File: src/hw/rtl/mbq_pkg.sv
// ----------------------------------------------------------------------------
// mbq_pkg
// Shared types, constants and the rounding function of the multichannel
// biquad cascade: item codes, controller states, command and status structs.
// ----------------------------------------------------------------------------
package mbq_pkg;

   localparam int SAMPLE_W   = 24;
   localparam int COEF_W     = 24;
   localparam int PROD_W     = SAMPLE_W + COEF_W;
   localparam int ACC_W      = PROD_W + 3;
   localparam int FRAC_SHIFT = 22;
   localparam int Q_W        = ACC_W - FRAC_SHIFT;
   localparam int DLY_W      = 4 * SAMPLE_W;

   localparam logic signed [SAMPLE_W-1:0] SAMPLE_MAX = 24'sh7FFFFF;
   localparam logic signed [SAMPLE_W-1:0] SAMPLE_MIN = 24'sh800000;

   typedef enum logic {
      OP_SAMPLE = 1'b0,
      OP_COEF   = 1'b1
   } op_type;

   typedef enum logic [1:0] {
      SEL_B0 = 2'd0,
      SEL_A1 = 2'd1,
      SEL_A2 = 2'd2
   } coef_sel_type;

   typedef enum logic [3:0] {
      ST_CLEAR,
      ST_IDLE,
      ST_READ,
      ST_MUL0,
      ST_MUL1,
      ST_MUL2,
      ST_MUL3,
      ST_ACC,
      ST_WB,
      ST_OUT
   } state_type;

   typedef enum logic [1:0] {
      TERM_B0X,
      TERM_B0X2,
      TERM_A1Y1,
      TERM_A2Y2
   } term_type;

   typedef enum logic [1:0] {
      ACC_HOLD,
      ACC_CLEAR,
      ACC_ADD
   } acc_op_type;

   typedef struct packed {
      logic       clr_step;
      logic       take;
      term_type   term;
      acc_op_type acc_op;
      logic       wb;
      logic       out_load;
   } cmd_type;

   typedef struct packed {
      logic clr_last;
      logic is_coef;
      logic ch_ok;
      logic bypass;
      logic last_sec;
      logic rsp_free;
   } status_type;

   // Round half up to Q1.23, then clamp to the 24-bit range.
   function automatic logic signed [SAMPLE_W-1:0] round_sat(
      input logic signed [ACC_W-1:0] acc
   );
      logic signed [ACC_W-1:0] sum;
      logic signed [Q_W-1:0]   q;
      logic signed [SAMPLE_W-1:0] res;
      sum = acc + (ACC_W'(1) << (FRAC_SHIFT - 1));
      q   = sum[ACC_W-1:FRAC_SHIFT];
      if (q > Q_W'(SAMPLE_MAX)) begin
         res = SAMPLE_MAX;
      end else if (q < Q_W'(SAMPLE_MIN)) begin
         res = SAMPLE_MIN;
      end else begin
         res = q[SAMPLE_W-1:0];
      end
      return res;
   endfunction

endpackage

File: src/hw/rtl/mbq_req_if.sv
// ----------------------------------------------------------------------------
// mbq_req_if
// Request channel of the biquad cascade: sample and coefficient items.
// ----------------------------------------------------------------------------
interface mbq_req_if;
   logic                      valid;
   logic                      ready;
   logic                      op;
   logic                      channel;
   logic signed [23:0]        sample_in;
   logic [1:0]                section_index;
   logic [1:0]                coef_select;
   logic signed [23:0]        coef_value;

   modport source (
      output valid, op, channel, sample_in, section_index, coef_select, coef_value,
      input  ready
   );

   modport sink (
      input  valid, op, channel, sample_in, section_index, coef_select, coef_value,
      output ready
   );
endinterface

File: src/hw/rtl/mbq_rsp_if.sv
// ----------------------------------------------------------------------------
// mbq_rsp_if
// Response channel of the biquad cascade: one filtered or bypassed sample per beat.
// ----------------------------------------------------------------------------
interface mbq_rsp_if;
   logic               valid;
   logic               ready;
   logic               out_channel;
   logic signed [23:0] sample_out;

   modport source (
      output valid, out_channel, sample_out,
      input  ready
   );

   modport sink (
      input  valid, out_channel, sample_out,
      output ready
   );
endinterface

File: src/hw/rtl/mbq_ctrl.sv
// ----------------------------------------------------------------------------
// mbq_ctrl
// Sequencer of the biquad cascade. Steps the clearing pass, the item handshake,
// four multiply-accumulate steps and write-back per section, and the output.
// ----------------------------------------------------------------------------
module mbq_ctrl (
   input  logic                clock,
   input  logic                reset,
   input  logic                req_valid,
   output logic                req_ready,
   input  mbq_pkg::status_type status,
   output mbq_pkg::cmd_type    cmd
);

   mbq_pkg::state_type state_ff;
   mbq_pkg::state_type state_in;

   always_ff @(posedge clock) begin
      if (reset) begin
         state_ff <= mbq_pkg::ST_CLEAR;
      end else begin
         state_ff <= state_in;
      end
   end

   always_comb begin
      state_in = state_ff;
      unique case (state_ff)
         mbq_pkg::ST_CLEAR: begin
            if (status.clr_last) begin
               state_in = mbq_pkg::ST_IDLE;
            end
         end
         mbq_pkg::ST_IDLE: begin
            // Coefficient writes and dropped samples finish in the accept cycle.
            priority if (!req_valid || status.is_coef || !status.ch_ok) begin
               state_in = mbq_pkg::ST_IDLE;
            end else if (status.bypass) begin
               state_in = mbq_pkg::ST_OUT;
            end else begin
               state_in = mbq_pkg::ST_READ;
            end
         end
         mbq_pkg::ST_READ: state_in = mbq_pkg::ST_MUL0;
         mbq_pkg::ST_MUL0: state_in = mbq_pkg::ST_MUL1;
         mbq_pkg::ST_MUL1: state_in = mbq_pkg::ST_MUL2;
         mbq_pkg::ST_MUL2: state_in = mbq_pkg::ST_MUL3;
         mbq_pkg::ST_MUL3: state_in = mbq_pkg::ST_ACC;
         mbq_pkg::ST_ACC:  state_in = mbq_pkg::ST_WB;
         mbq_pkg::ST_WB: begin
            state_in = status.last_sec ? mbq_pkg::ST_OUT : mbq_pkg::ST_MUL0;
         end
         mbq_pkg::ST_OUT: begin
            if (status.rsp_free) begin
               state_in = mbq_pkg::ST_IDLE;
            end
         end
         default: state_in = mbq_pkg::ST_CLEAR;
      endcase
   end

   always_comb begin
      req_ready    = 1'b0;
      cmd.clr_step = 1'b0;
      cmd.take     = 1'b0;
      cmd.term     = mbq_pkg::TERM_B0X;
      cmd.acc_op   = mbq_pkg::ACC_HOLD;
      cmd.wb       = 1'b0;
      cmd.out_load = 1'b0;
      unique case (state_ff)
         mbq_pkg::ST_CLEAR: cmd.clr_step = 1'b1;
         mbq_pkg::ST_IDLE: begin
            req_ready = 1'b1;
            cmd.take  = req_valid;
         end
         mbq_pkg::ST_READ: begin
         end
         mbq_pkg::ST_MUL0: begin
            cmd.term   = mbq_pkg::TERM_B0X;
            cmd.acc_op = mbq_pkg::ACC_CLEAR;
         end
         mbq_pkg::ST_MUL1: begin
            cmd.term   = mbq_pkg::TERM_B0X2;
            cmd.acc_op = mbq_pkg::ACC_ADD;
         end
         mbq_pkg::ST_MUL2: begin
            cmd.term   = mbq_pkg::TERM_A1Y1;
            cmd.acc_op = mbq_pkg::ACC_ADD;
         end
         mbq_pkg::ST_MUL3: begin
            cmd.term   = mbq_pkg::TERM_A2Y2;
            cmd.acc_op = mbq_pkg::ACC_ADD;
         end
         mbq_pkg::ST_ACC: cmd.acc_op = mbq_pkg::ACC_ADD;
         mbq_pkg::ST_WB:  cmd.wb = 1'b1;
         mbq_pkg::ST_OUT: cmd.out_load = status.rsp_free;
         default: begin
         end
      endcase
   end

endmodule

File: src/hw/rtl/mbq_dpath.sv
// ----------------------------------------------------------------------------
// mbq_dpath
// Datapath of the biquad cascade: coefficient and delay memories, one shared
// multiplier with accumulator, rounding and saturation, and the result register.
// ----------------------------------------------------------------------------
module mbq_dpath #(
   parameter int NUM_SECTIONS = 4,
   parameter int NUM_CHANNELS = 2
) (
   input  logic                       clock,
   input  logic                       reset,
   input  mbq_pkg::cmd_type           cmd,
   output mbq_pkg::status_type        status,
   input  logic                       req_op,
   input  logic                       req_channel,
   input  logic signed [23:0]         req_sample_in,
   input  logic [1:0]                 req_section_index,
   input  logic [1:0]                 req_coef_select,
   input  logic signed [23:0]         req_coef_value,
   input  logic                       csr_we,
   input  logic                       csr_wdata,
   input  logic                       rsp_ready,
   output logic                       rsp_valid,
   output logic                       rsp_out_channel,
   output logic signed [23:0]         rsp_sample_out
);

   localparam int ROWS  = NUM_CHANNELS * NUM_SECTIONS;
   localparam int ROW_W = (ROWS > 1) ? $clog2(ROWS) : 1;
   localparam int SEC_W = (NUM_SECTIONS > 1) ? $clog2(NUM_SECTIONS) : 1;
   localparam int SW    = mbq_pkg::SAMPLE_W;
   localparam int CW    = mbq_pkg::COEF_W;
   localparam int PW    = mbq_pkg::PROD_W;
   localparam int AW    = mbq_pkg::ACC_W;
   localparam int DW    = mbq_pkg::DLY_W;

   // Delay row layout: {x1, x2, y1, y2}, one row per channel and section.
   logic [DW-1:0]        dly_mem [ROWS];
   logic signed [CW-1:0] b0_mem  [NUM_SECTIONS];
   logic signed [CW-1:0] a1_mem  [NUM_SECTIONS];
   logic signed [CW-1:0] a2_mem  [NUM_SECTIONS];

   logic [DW-1:0]        dly_rd_ff;
   logic signed [CW-1:0] b0_rd_ff;
   logic signed [CW-1:0] a1_rd_ff;
   logic signed [CW-1:0] a2_rd_ff;

   logic                 bypass_ff, bypass_in;
   logic [ROW_W-1:0]     clr_cnt_ff, clr_cnt_in;
   logic [ROW_W-1:0]     row_ff, row_in;
   logic [SEC_W-1:0]     sec_ff, sec_in;
   logic                 ch_ff, ch_in;
   logic signed [SW-1:0] x_ff, x_in;
   logic signed [PW-1:0] prod_ff, prod_in;
   logic                 neg_ff, neg_in;
   logic signed [AW-1:0] acc_ff, acc_in;
   logic                 rsp_valid_ff, rsp_valid_in;
   logic                 rsp_ch_ff, rsp_ch_in;
   logic signed [SW-1:0] rsp_sample_ff, rsp_sample_in;

   logic                 last_sec;
   logic                 ch_ok;
   logic                 sec_ok;
   logic                 take_coef;
   logic                 clr_coef;
   logic [ROW_W-1:0]     rd_row;
   logic [SEC_W-1:0]     rd_sec;
   logic signed [SW-1:0] x1, x2, y1, y2;
   logic signed [CW-1:0] mul_a;
   logic signed [SW-1:0] mul_b;
   logic signed [AW-1:0] prod_ext;
   logic signed [SW-1:0] y_new;
   logic [2:0]           coef_we;
   logic [SEC_W-1:0]     coef_waddr;
   logic signed [CW-1:0] coef_wdata;
   logic                 dly_we;
   logic [ROW_W-1:0]     dly_waddr;
   logic [DW-1:0]        dly_wdata;

   assign last_sec  = (sec_ff == SEC_W'(NUM_SECTIONS - 1));
   assign ch_ok     = (32'(req_channel) < NUM_CHANNELS);
   assign sec_ok    = (32'(req_section_index) < NUM_SECTIONS);
   assign take_coef = cmd.take && (req_op == mbq_pkg::OP_COEF) && sec_ok;
   assign clr_coef  = cmd.clr_step && (32'(clr_cnt_ff) < NUM_SECTIONS);

   // During write-back the read port already fetches the next section.
   assign rd_row = (cmd.wb && !last_sec) ? row_ff + 1'b1 : row_ff;
   assign rd_sec = (cmd.wb && !last_sec) ? sec_ff + 1'b1 : sec_ff;

   assign x1 = dly_rd_ff[4*SW-1:3*SW];
   assign x2 = dly_rd_ff[3*SW-1:2*SW];
   assign y1 = dly_rd_ff[2*SW-1:SW];
   assign y2 = dly_rd_ff[SW-1:0];

   always_comb begin
      unique case (cmd.term)
         mbq_pkg::TERM_B0X: begin
            mul_a = b0_rd_ff;
            mul_b = x_ff;
         end
         mbq_pkg::TERM_B0X2: begin
            mul_a = b0_rd_ff;
            mul_b = x2;
         end
         mbq_pkg::TERM_A1Y1: begin
            mul_a = a1_rd_ff;
            mul_b = y1;
         end
         mbq_pkg::TERM_A2Y2: begin
            mul_a = a2_rd_ff;
            mul_b = y2;
         end
         default: begin
            mul_a = b0_rd_ff;
            mul_b = x_ff;
         end
      endcase
   end

   assign prod_in  = mul_a * mul_b;
   assign neg_in   = (cmd.term != mbq_pkg::TERM_B0X);
   assign prod_ext = {{(AW - PW){prod_ff[PW-1]}}, prod_ff};
   assign y_new    = mbq_pkg::round_sat(acc_ff);

   always_comb begin
      unique case (cmd.acc_op)
         mbq_pkg::ACC_CLEAR: acc_in = '0;
         mbq_pkg::ACC_ADD:   acc_in = neg_ff ? acc_ff - prod_ext : acc_ff + prod_ext;
         default:            acc_in = acc_ff;
      endcase
   end

   // Coefficient memory write port: clearing pass or a coefficient item.
   always_comb begin
      coef_waddr = cmd.clr_step ? SEC_W'(clr_cnt_ff) : SEC_W'(req_section_index);
      coef_wdata = cmd.clr_step ? '0 : req_coef_value;
      coef_we[0] = clr_coef || (take_coef && (req_coef_select == mbq_pkg::SEL_B0));
      coef_we[1] = clr_coef || (take_coef && (req_coef_select == mbq_pkg::SEL_A1));
      coef_we[2] = clr_coef || (take_coef && (req_coef_select == mbq_pkg::SEL_A2));
   end

   always_comb begin
      dly_we    = cmd.clr_step || cmd.wb;
      dly_waddr = cmd.clr_step ? clr_cnt_ff : row_ff;
      dly_wdata = cmd.clr_step ? '0 : {x_ff, x1, y_new, y1};
   end

   always_ff @(posedge clock) begin
      if (dly_we) begin
         dly_mem[dly_waddr] <= dly_wdata;
      end
      dly_rd_ff <= dly_mem[rd_row];
   end

   always_ff @(posedge clock) begin
      if (coef_we[0]) begin
         b0_mem[coef_waddr] <= coef_wdata;
      end
      if (coef_we[1]) begin
         a1_mem[coef_waddr] <= coef_wdata;
      end
      if (coef_we[2]) begin
         a2_mem[coef_waddr] <= coef_wdata;
      end
      b0_rd_ff <= b0_mem[rd_sec];
      a1_rd_ff <= a1_mem[rd_sec];
      a2_rd_ff <= a2_mem[rd_sec];
   end

   always_comb begin
      bypass_in     = csr_we ? csr_wdata : bypass_ff;
      clr_cnt_in    = cmd.clr_step ? clr_cnt_ff + 1'b1 : clr_cnt_ff;
      row_in        = row_ff;
      sec_in        = sec_ff;
      ch_in         = ch_ff;
      x_in          = x_ff;
      if (cmd.take) begin
         row_in = req_channel ? ROW_W'(NUM_SECTIONS) : '0;
         sec_in = '0;
         ch_in  = req_channel;
         x_in   = req_sample_in;
      end else if (cmd.wb) begin
         x_in = y_new;
         if (!last_sec) begin
            row_in = row_ff + 1'b1;
            sec_in = sec_ff + 1'b1;
         end
      end
      rsp_valid_in  = cmd.out_load ? 1'b1 : (rsp_ready ? 1'b0 : rsp_valid_ff);
      rsp_ch_in     = cmd.out_load ? ch_ff : rsp_ch_ff;
      rsp_sample_in = cmd.out_load ? x_ff : rsp_sample_ff;
   end

   always_ff @(posedge clock) begin
      if (reset) begin
         bypass_ff    <= 1'b0;
         clr_cnt_ff   <= '0;
         rsp_valid_ff <= 1'b0;
      end else begin
         bypass_ff    <= bypass_in;
         clr_cnt_ff   <= clr_cnt_in;
         rsp_valid_ff <= rsp_valid_in;
      end
   end

   always_ff @(posedge clock) begin
      row_ff        <= row_in;
      sec_ff        <= sec_in;
      ch_ff         <= ch_in;
      x_ff          <= x_in;
      prod_ff       <= prod_in;
      neg_ff        <= neg_in;
      acc_ff        <= acc_in;
      rsp_ch_ff     <= rsp_ch_in;
      rsp_sample_ff <= rsp_sample_in;
   end

   assign status.clr_last = (clr_cnt_ff == ROW_W'(ROWS - 1));
   assign status.is_coef  = (req_op == mbq_pkg::OP_COEF);
   assign status.ch_ok    = ch_ok;
   assign status.bypass   = bypass_ff;
   assign status.last_sec = last_sec;
   assign status.rsp_free = !rsp_valid_ff || rsp_ready;

   assign rsp_valid       = rsp_valid_ff;
   assign rsp_out_channel = rsp_ch_ff;
   assign rsp_sample_out  = rsp_sample_ff;

endmodule

File: src/hw/rtl/multichannel_biquad_cascade.sv
// ----------------------------------------------------------------------------
// multichannel_biquad_cascade
// Band-pass biquad cascade in direct form I for several channels, sharing one
// 24x24 multiplier over all sections; a sequencer drives the datapath.
// ----------------------------------------------------------------------------
// A filtered sample passes the read state, the multiply, accumulate and write-back
// states of every section and the output state, which waits for a free response;
// a bypassed sample goes from its accept beat straight to the output state. No item
// is taken until the last sample is out, the single multiplier doing four products
// plus accumulate and write-back per section. A coefficient write ends in its accept
// beat. After reset the delay and coefficient memories are cleared, one row a cycle.
module multichannel_biquad_cascade #(
   parameter int NUM_SECTIONS = 4,
   parameter int NUM_CHANNELS = 2
) (
   input  logic      clock,
   input  logic      reset,
   mbq_req_if.sink   req_bus,
   mbq_rsp_if.source rsp_bus,
   input  logic      csr_we,
   input  logic      csr_wdata
);

   mbq_pkg::cmd_type    cmd;
   mbq_pkg::status_type status;

   mbq_ctrl u_ctrl (
      .clock     (clock),
      .reset     (reset),
      .req_valid (req_bus.valid),
      .req_ready (req_bus.ready),
      .status    (status),
      .cmd       (cmd)
   );

   mbq_dpath #(
      .NUM_SECTIONS (NUM_SECTIONS),
      .NUM_CHANNELS (NUM_CHANNELS)
   ) u_dpath (
      .clock             (clock),
      .reset             (reset),
      .cmd               (cmd),
      .status            (status),
      .req_op            (req_bus.op),
      .req_channel       (req_bus.channel),
      .req_sample_in     (req_bus.sample_in),
      .req_section_index (req_bus.section_index),
      .req_coef_select   (req_bus.coef_select),
      .req_coef_value    (req_bus.coef_value),
      .csr_we            (csr_we),
      .csr_wdata         (csr_wdata),
      .rsp_ready         (rsp_bus.ready),
      .rsp_valid         (rsp_bus.valid),
      .rsp_out_channel   (rsp_bus.out_channel),
      .rsp_sample_out    (rsp_bus.sample_out)
   );

endmodule

File: src/flat_wrapper.sv
// flat-port wrapper written by rule: the top's interface ports become plain ports
module multichannel_biquad_cascade_flat 
#(
   parameter int NUM_SECTIONS = 4,
   parameter int NUM_CHANNELS = 2
)
  (clock, reset, csr_we, csr_wdata, req_bus_valid, req_bus_op, req_bus_channel, req_bus_sample_in, req_bus_section_index, req_bus_coef_select, req_bus_coef_value, req_bus_ready, rsp_bus_valid, rsp_bus_out_channel, rsp_bus_sample_out, rsp_bus_ready);
  mbq_req_if req_bus_i ();
  mbq_rsp_if rsp_bus_i ();
  input  logic clock;
  input  logic reset;
  input  logic csr_we;
  input  logic csr_wdata;
  input wire logic [$bits(req_bus_i.valid)-1:0] req_bus_valid;
  input wire logic [$bits(req_bus_i.op)-1:0] req_bus_op;
  input wire logic [$bits(req_bus_i.channel)-1:0] req_bus_channel;
  input wire logic [$bits(req_bus_i.sample_in)-1:0] req_bus_sample_in;
  input wire logic [$bits(req_bus_i.section_index)-1:0] req_bus_section_index;
  input wire logic [$bits(req_bus_i.coef_select)-1:0] req_bus_coef_select;
  input wire logic [$bits(req_bus_i.coef_value)-1:0] req_bus_coef_value;
  output wire logic [$bits(req_bus_i.ready)-1:0] req_bus_ready;
  output wire logic [$bits(rsp_bus_i.valid)-1:0] rsp_bus_valid;
  output wire logic [$bits(rsp_bus_i.out_channel)-1:0] rsp_bus_out_channel;
  output wire logic [$bits(rsp_bus_i.sample_out)-1:0] rsp_bus_sample_out;
  input wire logic [$bits(rsp_bus_i.ready)-1:0] rsp_bus_ready;
  assign req_bus_i.valid = req_bus_valid;
  assign req_bus_i.op = req_bus_op;
  assign req_bus_i.channel = req_bus_channel;
  assign req_bus_i.sample_in = req_bus_sample_in;
  assign req_bus_i.section_index = req_bus_section_index;
  assign req_bus_i.coef_select = req_bus_coef_select;
  assign req_bus_i.coef_value = req_bus_coef_value;
  assign req_bus_ready = req_bus_i.ready;
  assign rsp_bus_valid = rsp_bus_i.valid;
  assign rsp_bus_out_channel = rsp_bus_i.out_channel;
  assign rsp_bus_sample_out = rsp_bus_i.sample_out;
  assign rsp_bus_i.ready = rsp_bus_ready;
  multichannel_biquad_cascade #(.NUM_SECTIONS(NUM_SECTIONS), .NUM_CHANNELS(NUM_CHANNELS)) u_core (.clock(clock), .reset(reset), .req_bus(req_bus_i), .rsp_bus(rsp_bus_i), .csr_we(csr_we), .csr_wdata(csr_wdata));
endmodule
File: config.mk
export PLATFORM = sky130hd
export DESIGN_NAME = multichannel_biquad_cascade_flat
export DESIGN_NICKNAME = d
export VERILOG_FILES = /design/src/hw/rtl/mbq_pkg.sv /design/src/hw/rtl/mbq_req_if.sv /design/src/hw/rtl/mbq_rsp_if.sv /design/src/hw/rtl/mbq_ctrl.sv /design/src/hw/rtl/mbq_dpath.sv /design/src/hw/rtl/multichannel_biquad_cascade.sv /design/src/flat_wrapper.sv
export SDC_FILE = /design/constraint.sdc
export NUM_CORES = 2
export LEC_CHECK = 0
export BUFFER_PORTS_ARGS = -buffer_cell sky130_fd_sc_hd__clkbuf_2
export CELL_PAD_IN_SITES_DETAIL_PLACEMENT = 1
export CELL_PAD_IN_SITES_GLOBAL_PLACEMENT = 2
export CORE_AREA = 4 4 330 461
export DETAILED_ROUTE_END_ITERATION = 16
export DIE_AREA = 0 0 334 465
export PLACE_DENSITY_LB_ADDON = 0.1
export SYNTH_ARGS = -nofsm -noshare
export SYNTH_HDL_FRONTEND = slang
export SYNTH_HIERARCHICAL = 1
export SYNTH_SLANG_ARGS = --single-unit
File: constraint.sdc
create_clock -name clock -period 19.6 [get_ports clock]
set_clock_uncertainty 0.1 [all_clocks]
set_input_delay 1.96 -clock clock [delete_from_list [all_inputs] [get_ports clock]]
set_output_delay 1.96 -clock clock [all_outputs]
set_load 0.01 [all_outputs]
==> flow_summary.yaml <==
clock_network:
  clk_latency_ns: 0.78
  ctsLongestPathBuffers: 3
  cts_inserted_buffers: 132
  maximum_level_of_the_cts_h_tree: 4
  clock_sinks: 1388
  ctsRootBufferMaster: "sky130_fd_sc_hd__clkbuf_16"
  cts_hold_buf: 0
  postCtsSetupBuffers: 0
  cts_resized: 0
  tritoncts: "built"
  clkTransAtPathRegs_ns: 0.06
die:
  core-area_mm2: 0.148
  floorplan.initialDensity_pct: 50.7
  std_cell_rows: 167
  dieArea_mm2: 0.155
  die-height_um: 465
  die_width_um: 334
  io-pin-count: 87
global_routing:
  grt_max_degree: 109
  number_of_antenna_violations_at_the_first_check_in_global_routing: 7
  gr-usage-all-layers_pct: 28.5
  global_route.overflow_total: 0
  grt_first_pass_wirelength_mm: 323
  number_of_global_route_vias_before_repair: 48400
critical_path:
  r2r_slack_ns: 8.43
  critPathMaxStageDelay_ns: 0.95
  endpoint_kind: "register"
  critical_path_startpoint_category: "register"
  data_required_critical_path_ns: 20.10
  slowest_cp_cell: "sky130_fd_sc_hd__o21ai_1"
  path_max_fanout: 34
  critical-path-top-cell-by-count: "sky130_fd_sc_hd__fa_1"
  critical_path_arrival_ns: 11.67
  classification_of_the_worst_setup_path: "register to register"
synthesis:
  syn-cell-area_mm2: 0.0750
  seq_area_frac_synth_pct: 52.5
  count_of_flip_flops_with_a_built_in_enable_after_synthesis: 1160
  yosysWarnings: 6
  synth_ff_type: "sky130_fd_sc_hd__edfxtp_1"
  synthArstFlopShare_pct: 0
  synth_cells: 5312
  syn_avg_cell_area_um2: 14.1
  post_synth_num_cell_types: 77
  postSynthRegisterBits: 1388
  syn_nets: 6171
cells_and_area:
  drive_above_1_share_pct: 15.1
  area_used_by_multi_input_combinational_logic_mm2: 0.0325
  fin_cells: 7461
  fin_util_pct: 55.7
  register_area_mm2: 0.0394
  layout.filler_cells: 14200
  layout.cells.most_common_list: "sky130_fd_sc_hd__edfxtp_1 (1160), sky130_fd_sc_hd__inv_1 (654), sky130_fd_sc_hd__fa_1 (608)"
  syn_to_final_growth_pct: 9.92
  nNetsFinal: 6260
  most_common_library_cell_in_the_layout_ignoring_fill_and_taps: "sky130_fd_sc_hd__edfxtp_1"
route:
  drt_iter0_drc: 3328
  final_antenna_net_count: 0
  post_drt_via_cell_ratio: 5.83
  drt_pass1_iterations: 7
  route.vias.total: 43500
  drcViolationCount: 0
  wl_per_cell_um: 29.0
  route.final.wire_length_mm: 216
place:
  io_buffer_count: 86
  dpl.cell_count: 7210
  place.gp.congestion: 0.885
  detailed_place_hpwl_mm: 147
timing:
  period_share_pct: 57.0
  maxClockFrequency_ghz: 0.0895
  report.final.hold_viol_count: 0
  final.setup.tns_ns: 0
  setup_viol: 0
  tightestPinTransition_ns: 1.25
  period_needed_ns: 11.17
  unrepaired_setup_endpoints_after_global_routing: "no"
  slew_headroom_pct: 16.2
  slew_viol_final: 0
hold_path:
  path_class_of_the_lowest_slack_min_delay_path: "register to register"
status:
  outcome: "completed"
flow_run:
  drv_cap: 0
-- critical path: cells and delay by family (launching register included) --
kind	cells	cell delay [ns]
AOI/OAI and AO/OA	6	2.91
xor gates and xnor gates	1	0.13
adders and majority gates	8	3.84
buffers and inverters	8	1.57
DFF	1	0.63
muxes	1	0.42
and+or+nand+nor	7	1.35
-- registers in the layout, indices dropped and copies added (netlist names), 24 cells and up --
register                       flops
u_core/u_dpath/b0_mem             96
u_core/u_dpath/acc_ff             51
u_core/u_dpath/x_ff               24
u_core/u_dpath/a2_mem             96
u_core/u_dpath/a1_rd_ff           24
u_core/u_dpath/a2_rd_ff           24
u_core/u_dpath/dly_mem           768
u_core/u_dpath/rsp_sample_out     24
u_core/u_dpath/a1_mem             96
u_core/u_dpath/prod_ff            48
u_core/u_dpath/dly_rd_ff          96
u_core/u_dpath/b0_rd_ff           24
-- final timing paths --
| kind | start | end | cells after the start |
|---|---|---|---|
| hold / removal | u_core/u_dpath/ch_ff$_DFFE_PP_ | u_core/u_dpath/rsp_out_channel$_DFFE_PP_ | 0 |
| setup / recovery | u_core/u_ctrl/state_ff[2]$_SDFFE_PP0P_ | u_core/u_dpath/prod_ff[47]$_DFF_P_ | 31 |
| hold reg to reg | u_core/u_dpath/ch_ff$_DFFE_PP_ | u_core/u_dpath/rsp_out_channel$_DFFE_PP_ | 0 |
| setup reg to reg | u_core/u_ctrl/state_ff[2]$_SDFFE_PP0P_ | u_core/u_dpath/prod_ff[47]$_DFF_P_ | 31 |
-- cell type report --
type	count	area share [%]
clock inverters	64	0.977
diodes	6	0.0182
clock buffers	181	4.45
flip-flops and latches	1388	47.8
multi-input cells	3038	39.4
inverters	655	2.98
well taps	1943	2.95
repair buffers	186	1.48
-- layer usage --
metal  routed length, um  global-route usage, %  vias up
met3               11600                   3.51      356
met5                   0                      0        -
li1                    -                      -    18600
met1               86400                   37.5    23200
met4                8740                   10.3        0
met2              110000                   49.2     1295
-- Yosys cell counts (15+ instances only) --
| cell | count | area share (%) |
|---|---|---|
| sky130_fd_sc_hd__xor2_1 | 44 | 0.51 |
| sky130_fd_sc_hd__ha_1 | 191 | 3.2 |
| sky130_fd_sc_hd__o311ai_1 | 19 | 0.22 |
| sky130_fd_sc_hd__and2_1 | 37 | 0.31 |
| sky130_fd_sc_hd__a21oi_1 | 132 | 0.88 |
| sky130_fd_sc_hd__o21a_1 | 20 | 0.20 |
| sky130_fd_sc_hd__nor2b_1 | 126 | 1.1 |
| sky130_fd_sc_hd__mux4_2 | 273 | 8.2 |
| sky130_fd_sc_hd__a31oi_1 | 20 | 0.17 |
| sky130_fd_sc_hd__nand2_1 | 371 | 1.9 |
| sky130_fd_sc_hd__o21ai_0 | 64 | 0.43 |
| sky130_fd_sc_hd__and3_1 | 19 | 0.16 |
| sky130_fd_sc_hd__nand3_1 | 28 | 0.19 |
| sky130_fd_sc_hd__mux2i_1 | 51 | 0.68 |
| sky130_fd_sc_hd__nor3_1 | 44 | 0.29 |
| sky130_fd_sc_hd__clkbuf_1 | 178 | 0.89 |
| sky130_fd_sc_hd__fa_1 | 608 | 16 |
| sky130_fd_sc_hd__dfxtp_1 | 228 | 6.1 |
| sky130_fd_sc_hd__o21ai_1 | 32 | 0.21 |
| sky130_fd_sc_hd__nor4_1 | 15 | 0.13 |
| sky130_fd_sc_hd__nand4_1 | 23 | 0.19 |
| sky130_fd_sc_hd__nor2_1 | 426 | 2.1 |
| sky130_fd_sc_hd__xnor2_1 | 118 | 1.4 |
| sky130_fd_sc_hd__nand2b_1 | 51 | 0.43 |
| sky130_fd_sc_hd__buf_1 | 41 | 0.21 |
| sky130_fd_sc_hd__edfxtp_1 | 1160 | 46 |
| sky130_fd_sc_hd__o21bai_1 | 18 | 0.18 |
| sky130_fd_sc_hd__a21o_1 | 78 | 0.78 |
| sky130_fd_sc_hd__inv_1 | 655 | 3.3 |
| sky130_fd_sc_hd__mux2_2 | 112 | 1.7 |
-- per-stage QoR --
step | cell area, um^2 | worst slack (ns) | hold WS, ns
final | 82500 | 8.43 | 0.335
after global routing | 82400 | 8.00 | 0.342
after CTS | 82400 | 8.34 | 0.339
after detailed placement | 78000 | 8.40 | 0.310
after global placement | 78000 | 8.63 | 0.319
after floorplan | 75000 | 10.53 | 0.300
-- cells by family after synthesis --
family / synth area share [%]
buf+inv: 4.49
xor+xnor: 1.89
compound gates: 3.93
simple gates: 7.19
mux: 10.6
other cells: 0.00500
fa+ha+maj: 19.4
flops: 52.5
Power is left out: the tool's default activity adds up to more than one toggle a clock period on the data nets, which glitch-free logic cannot reach.
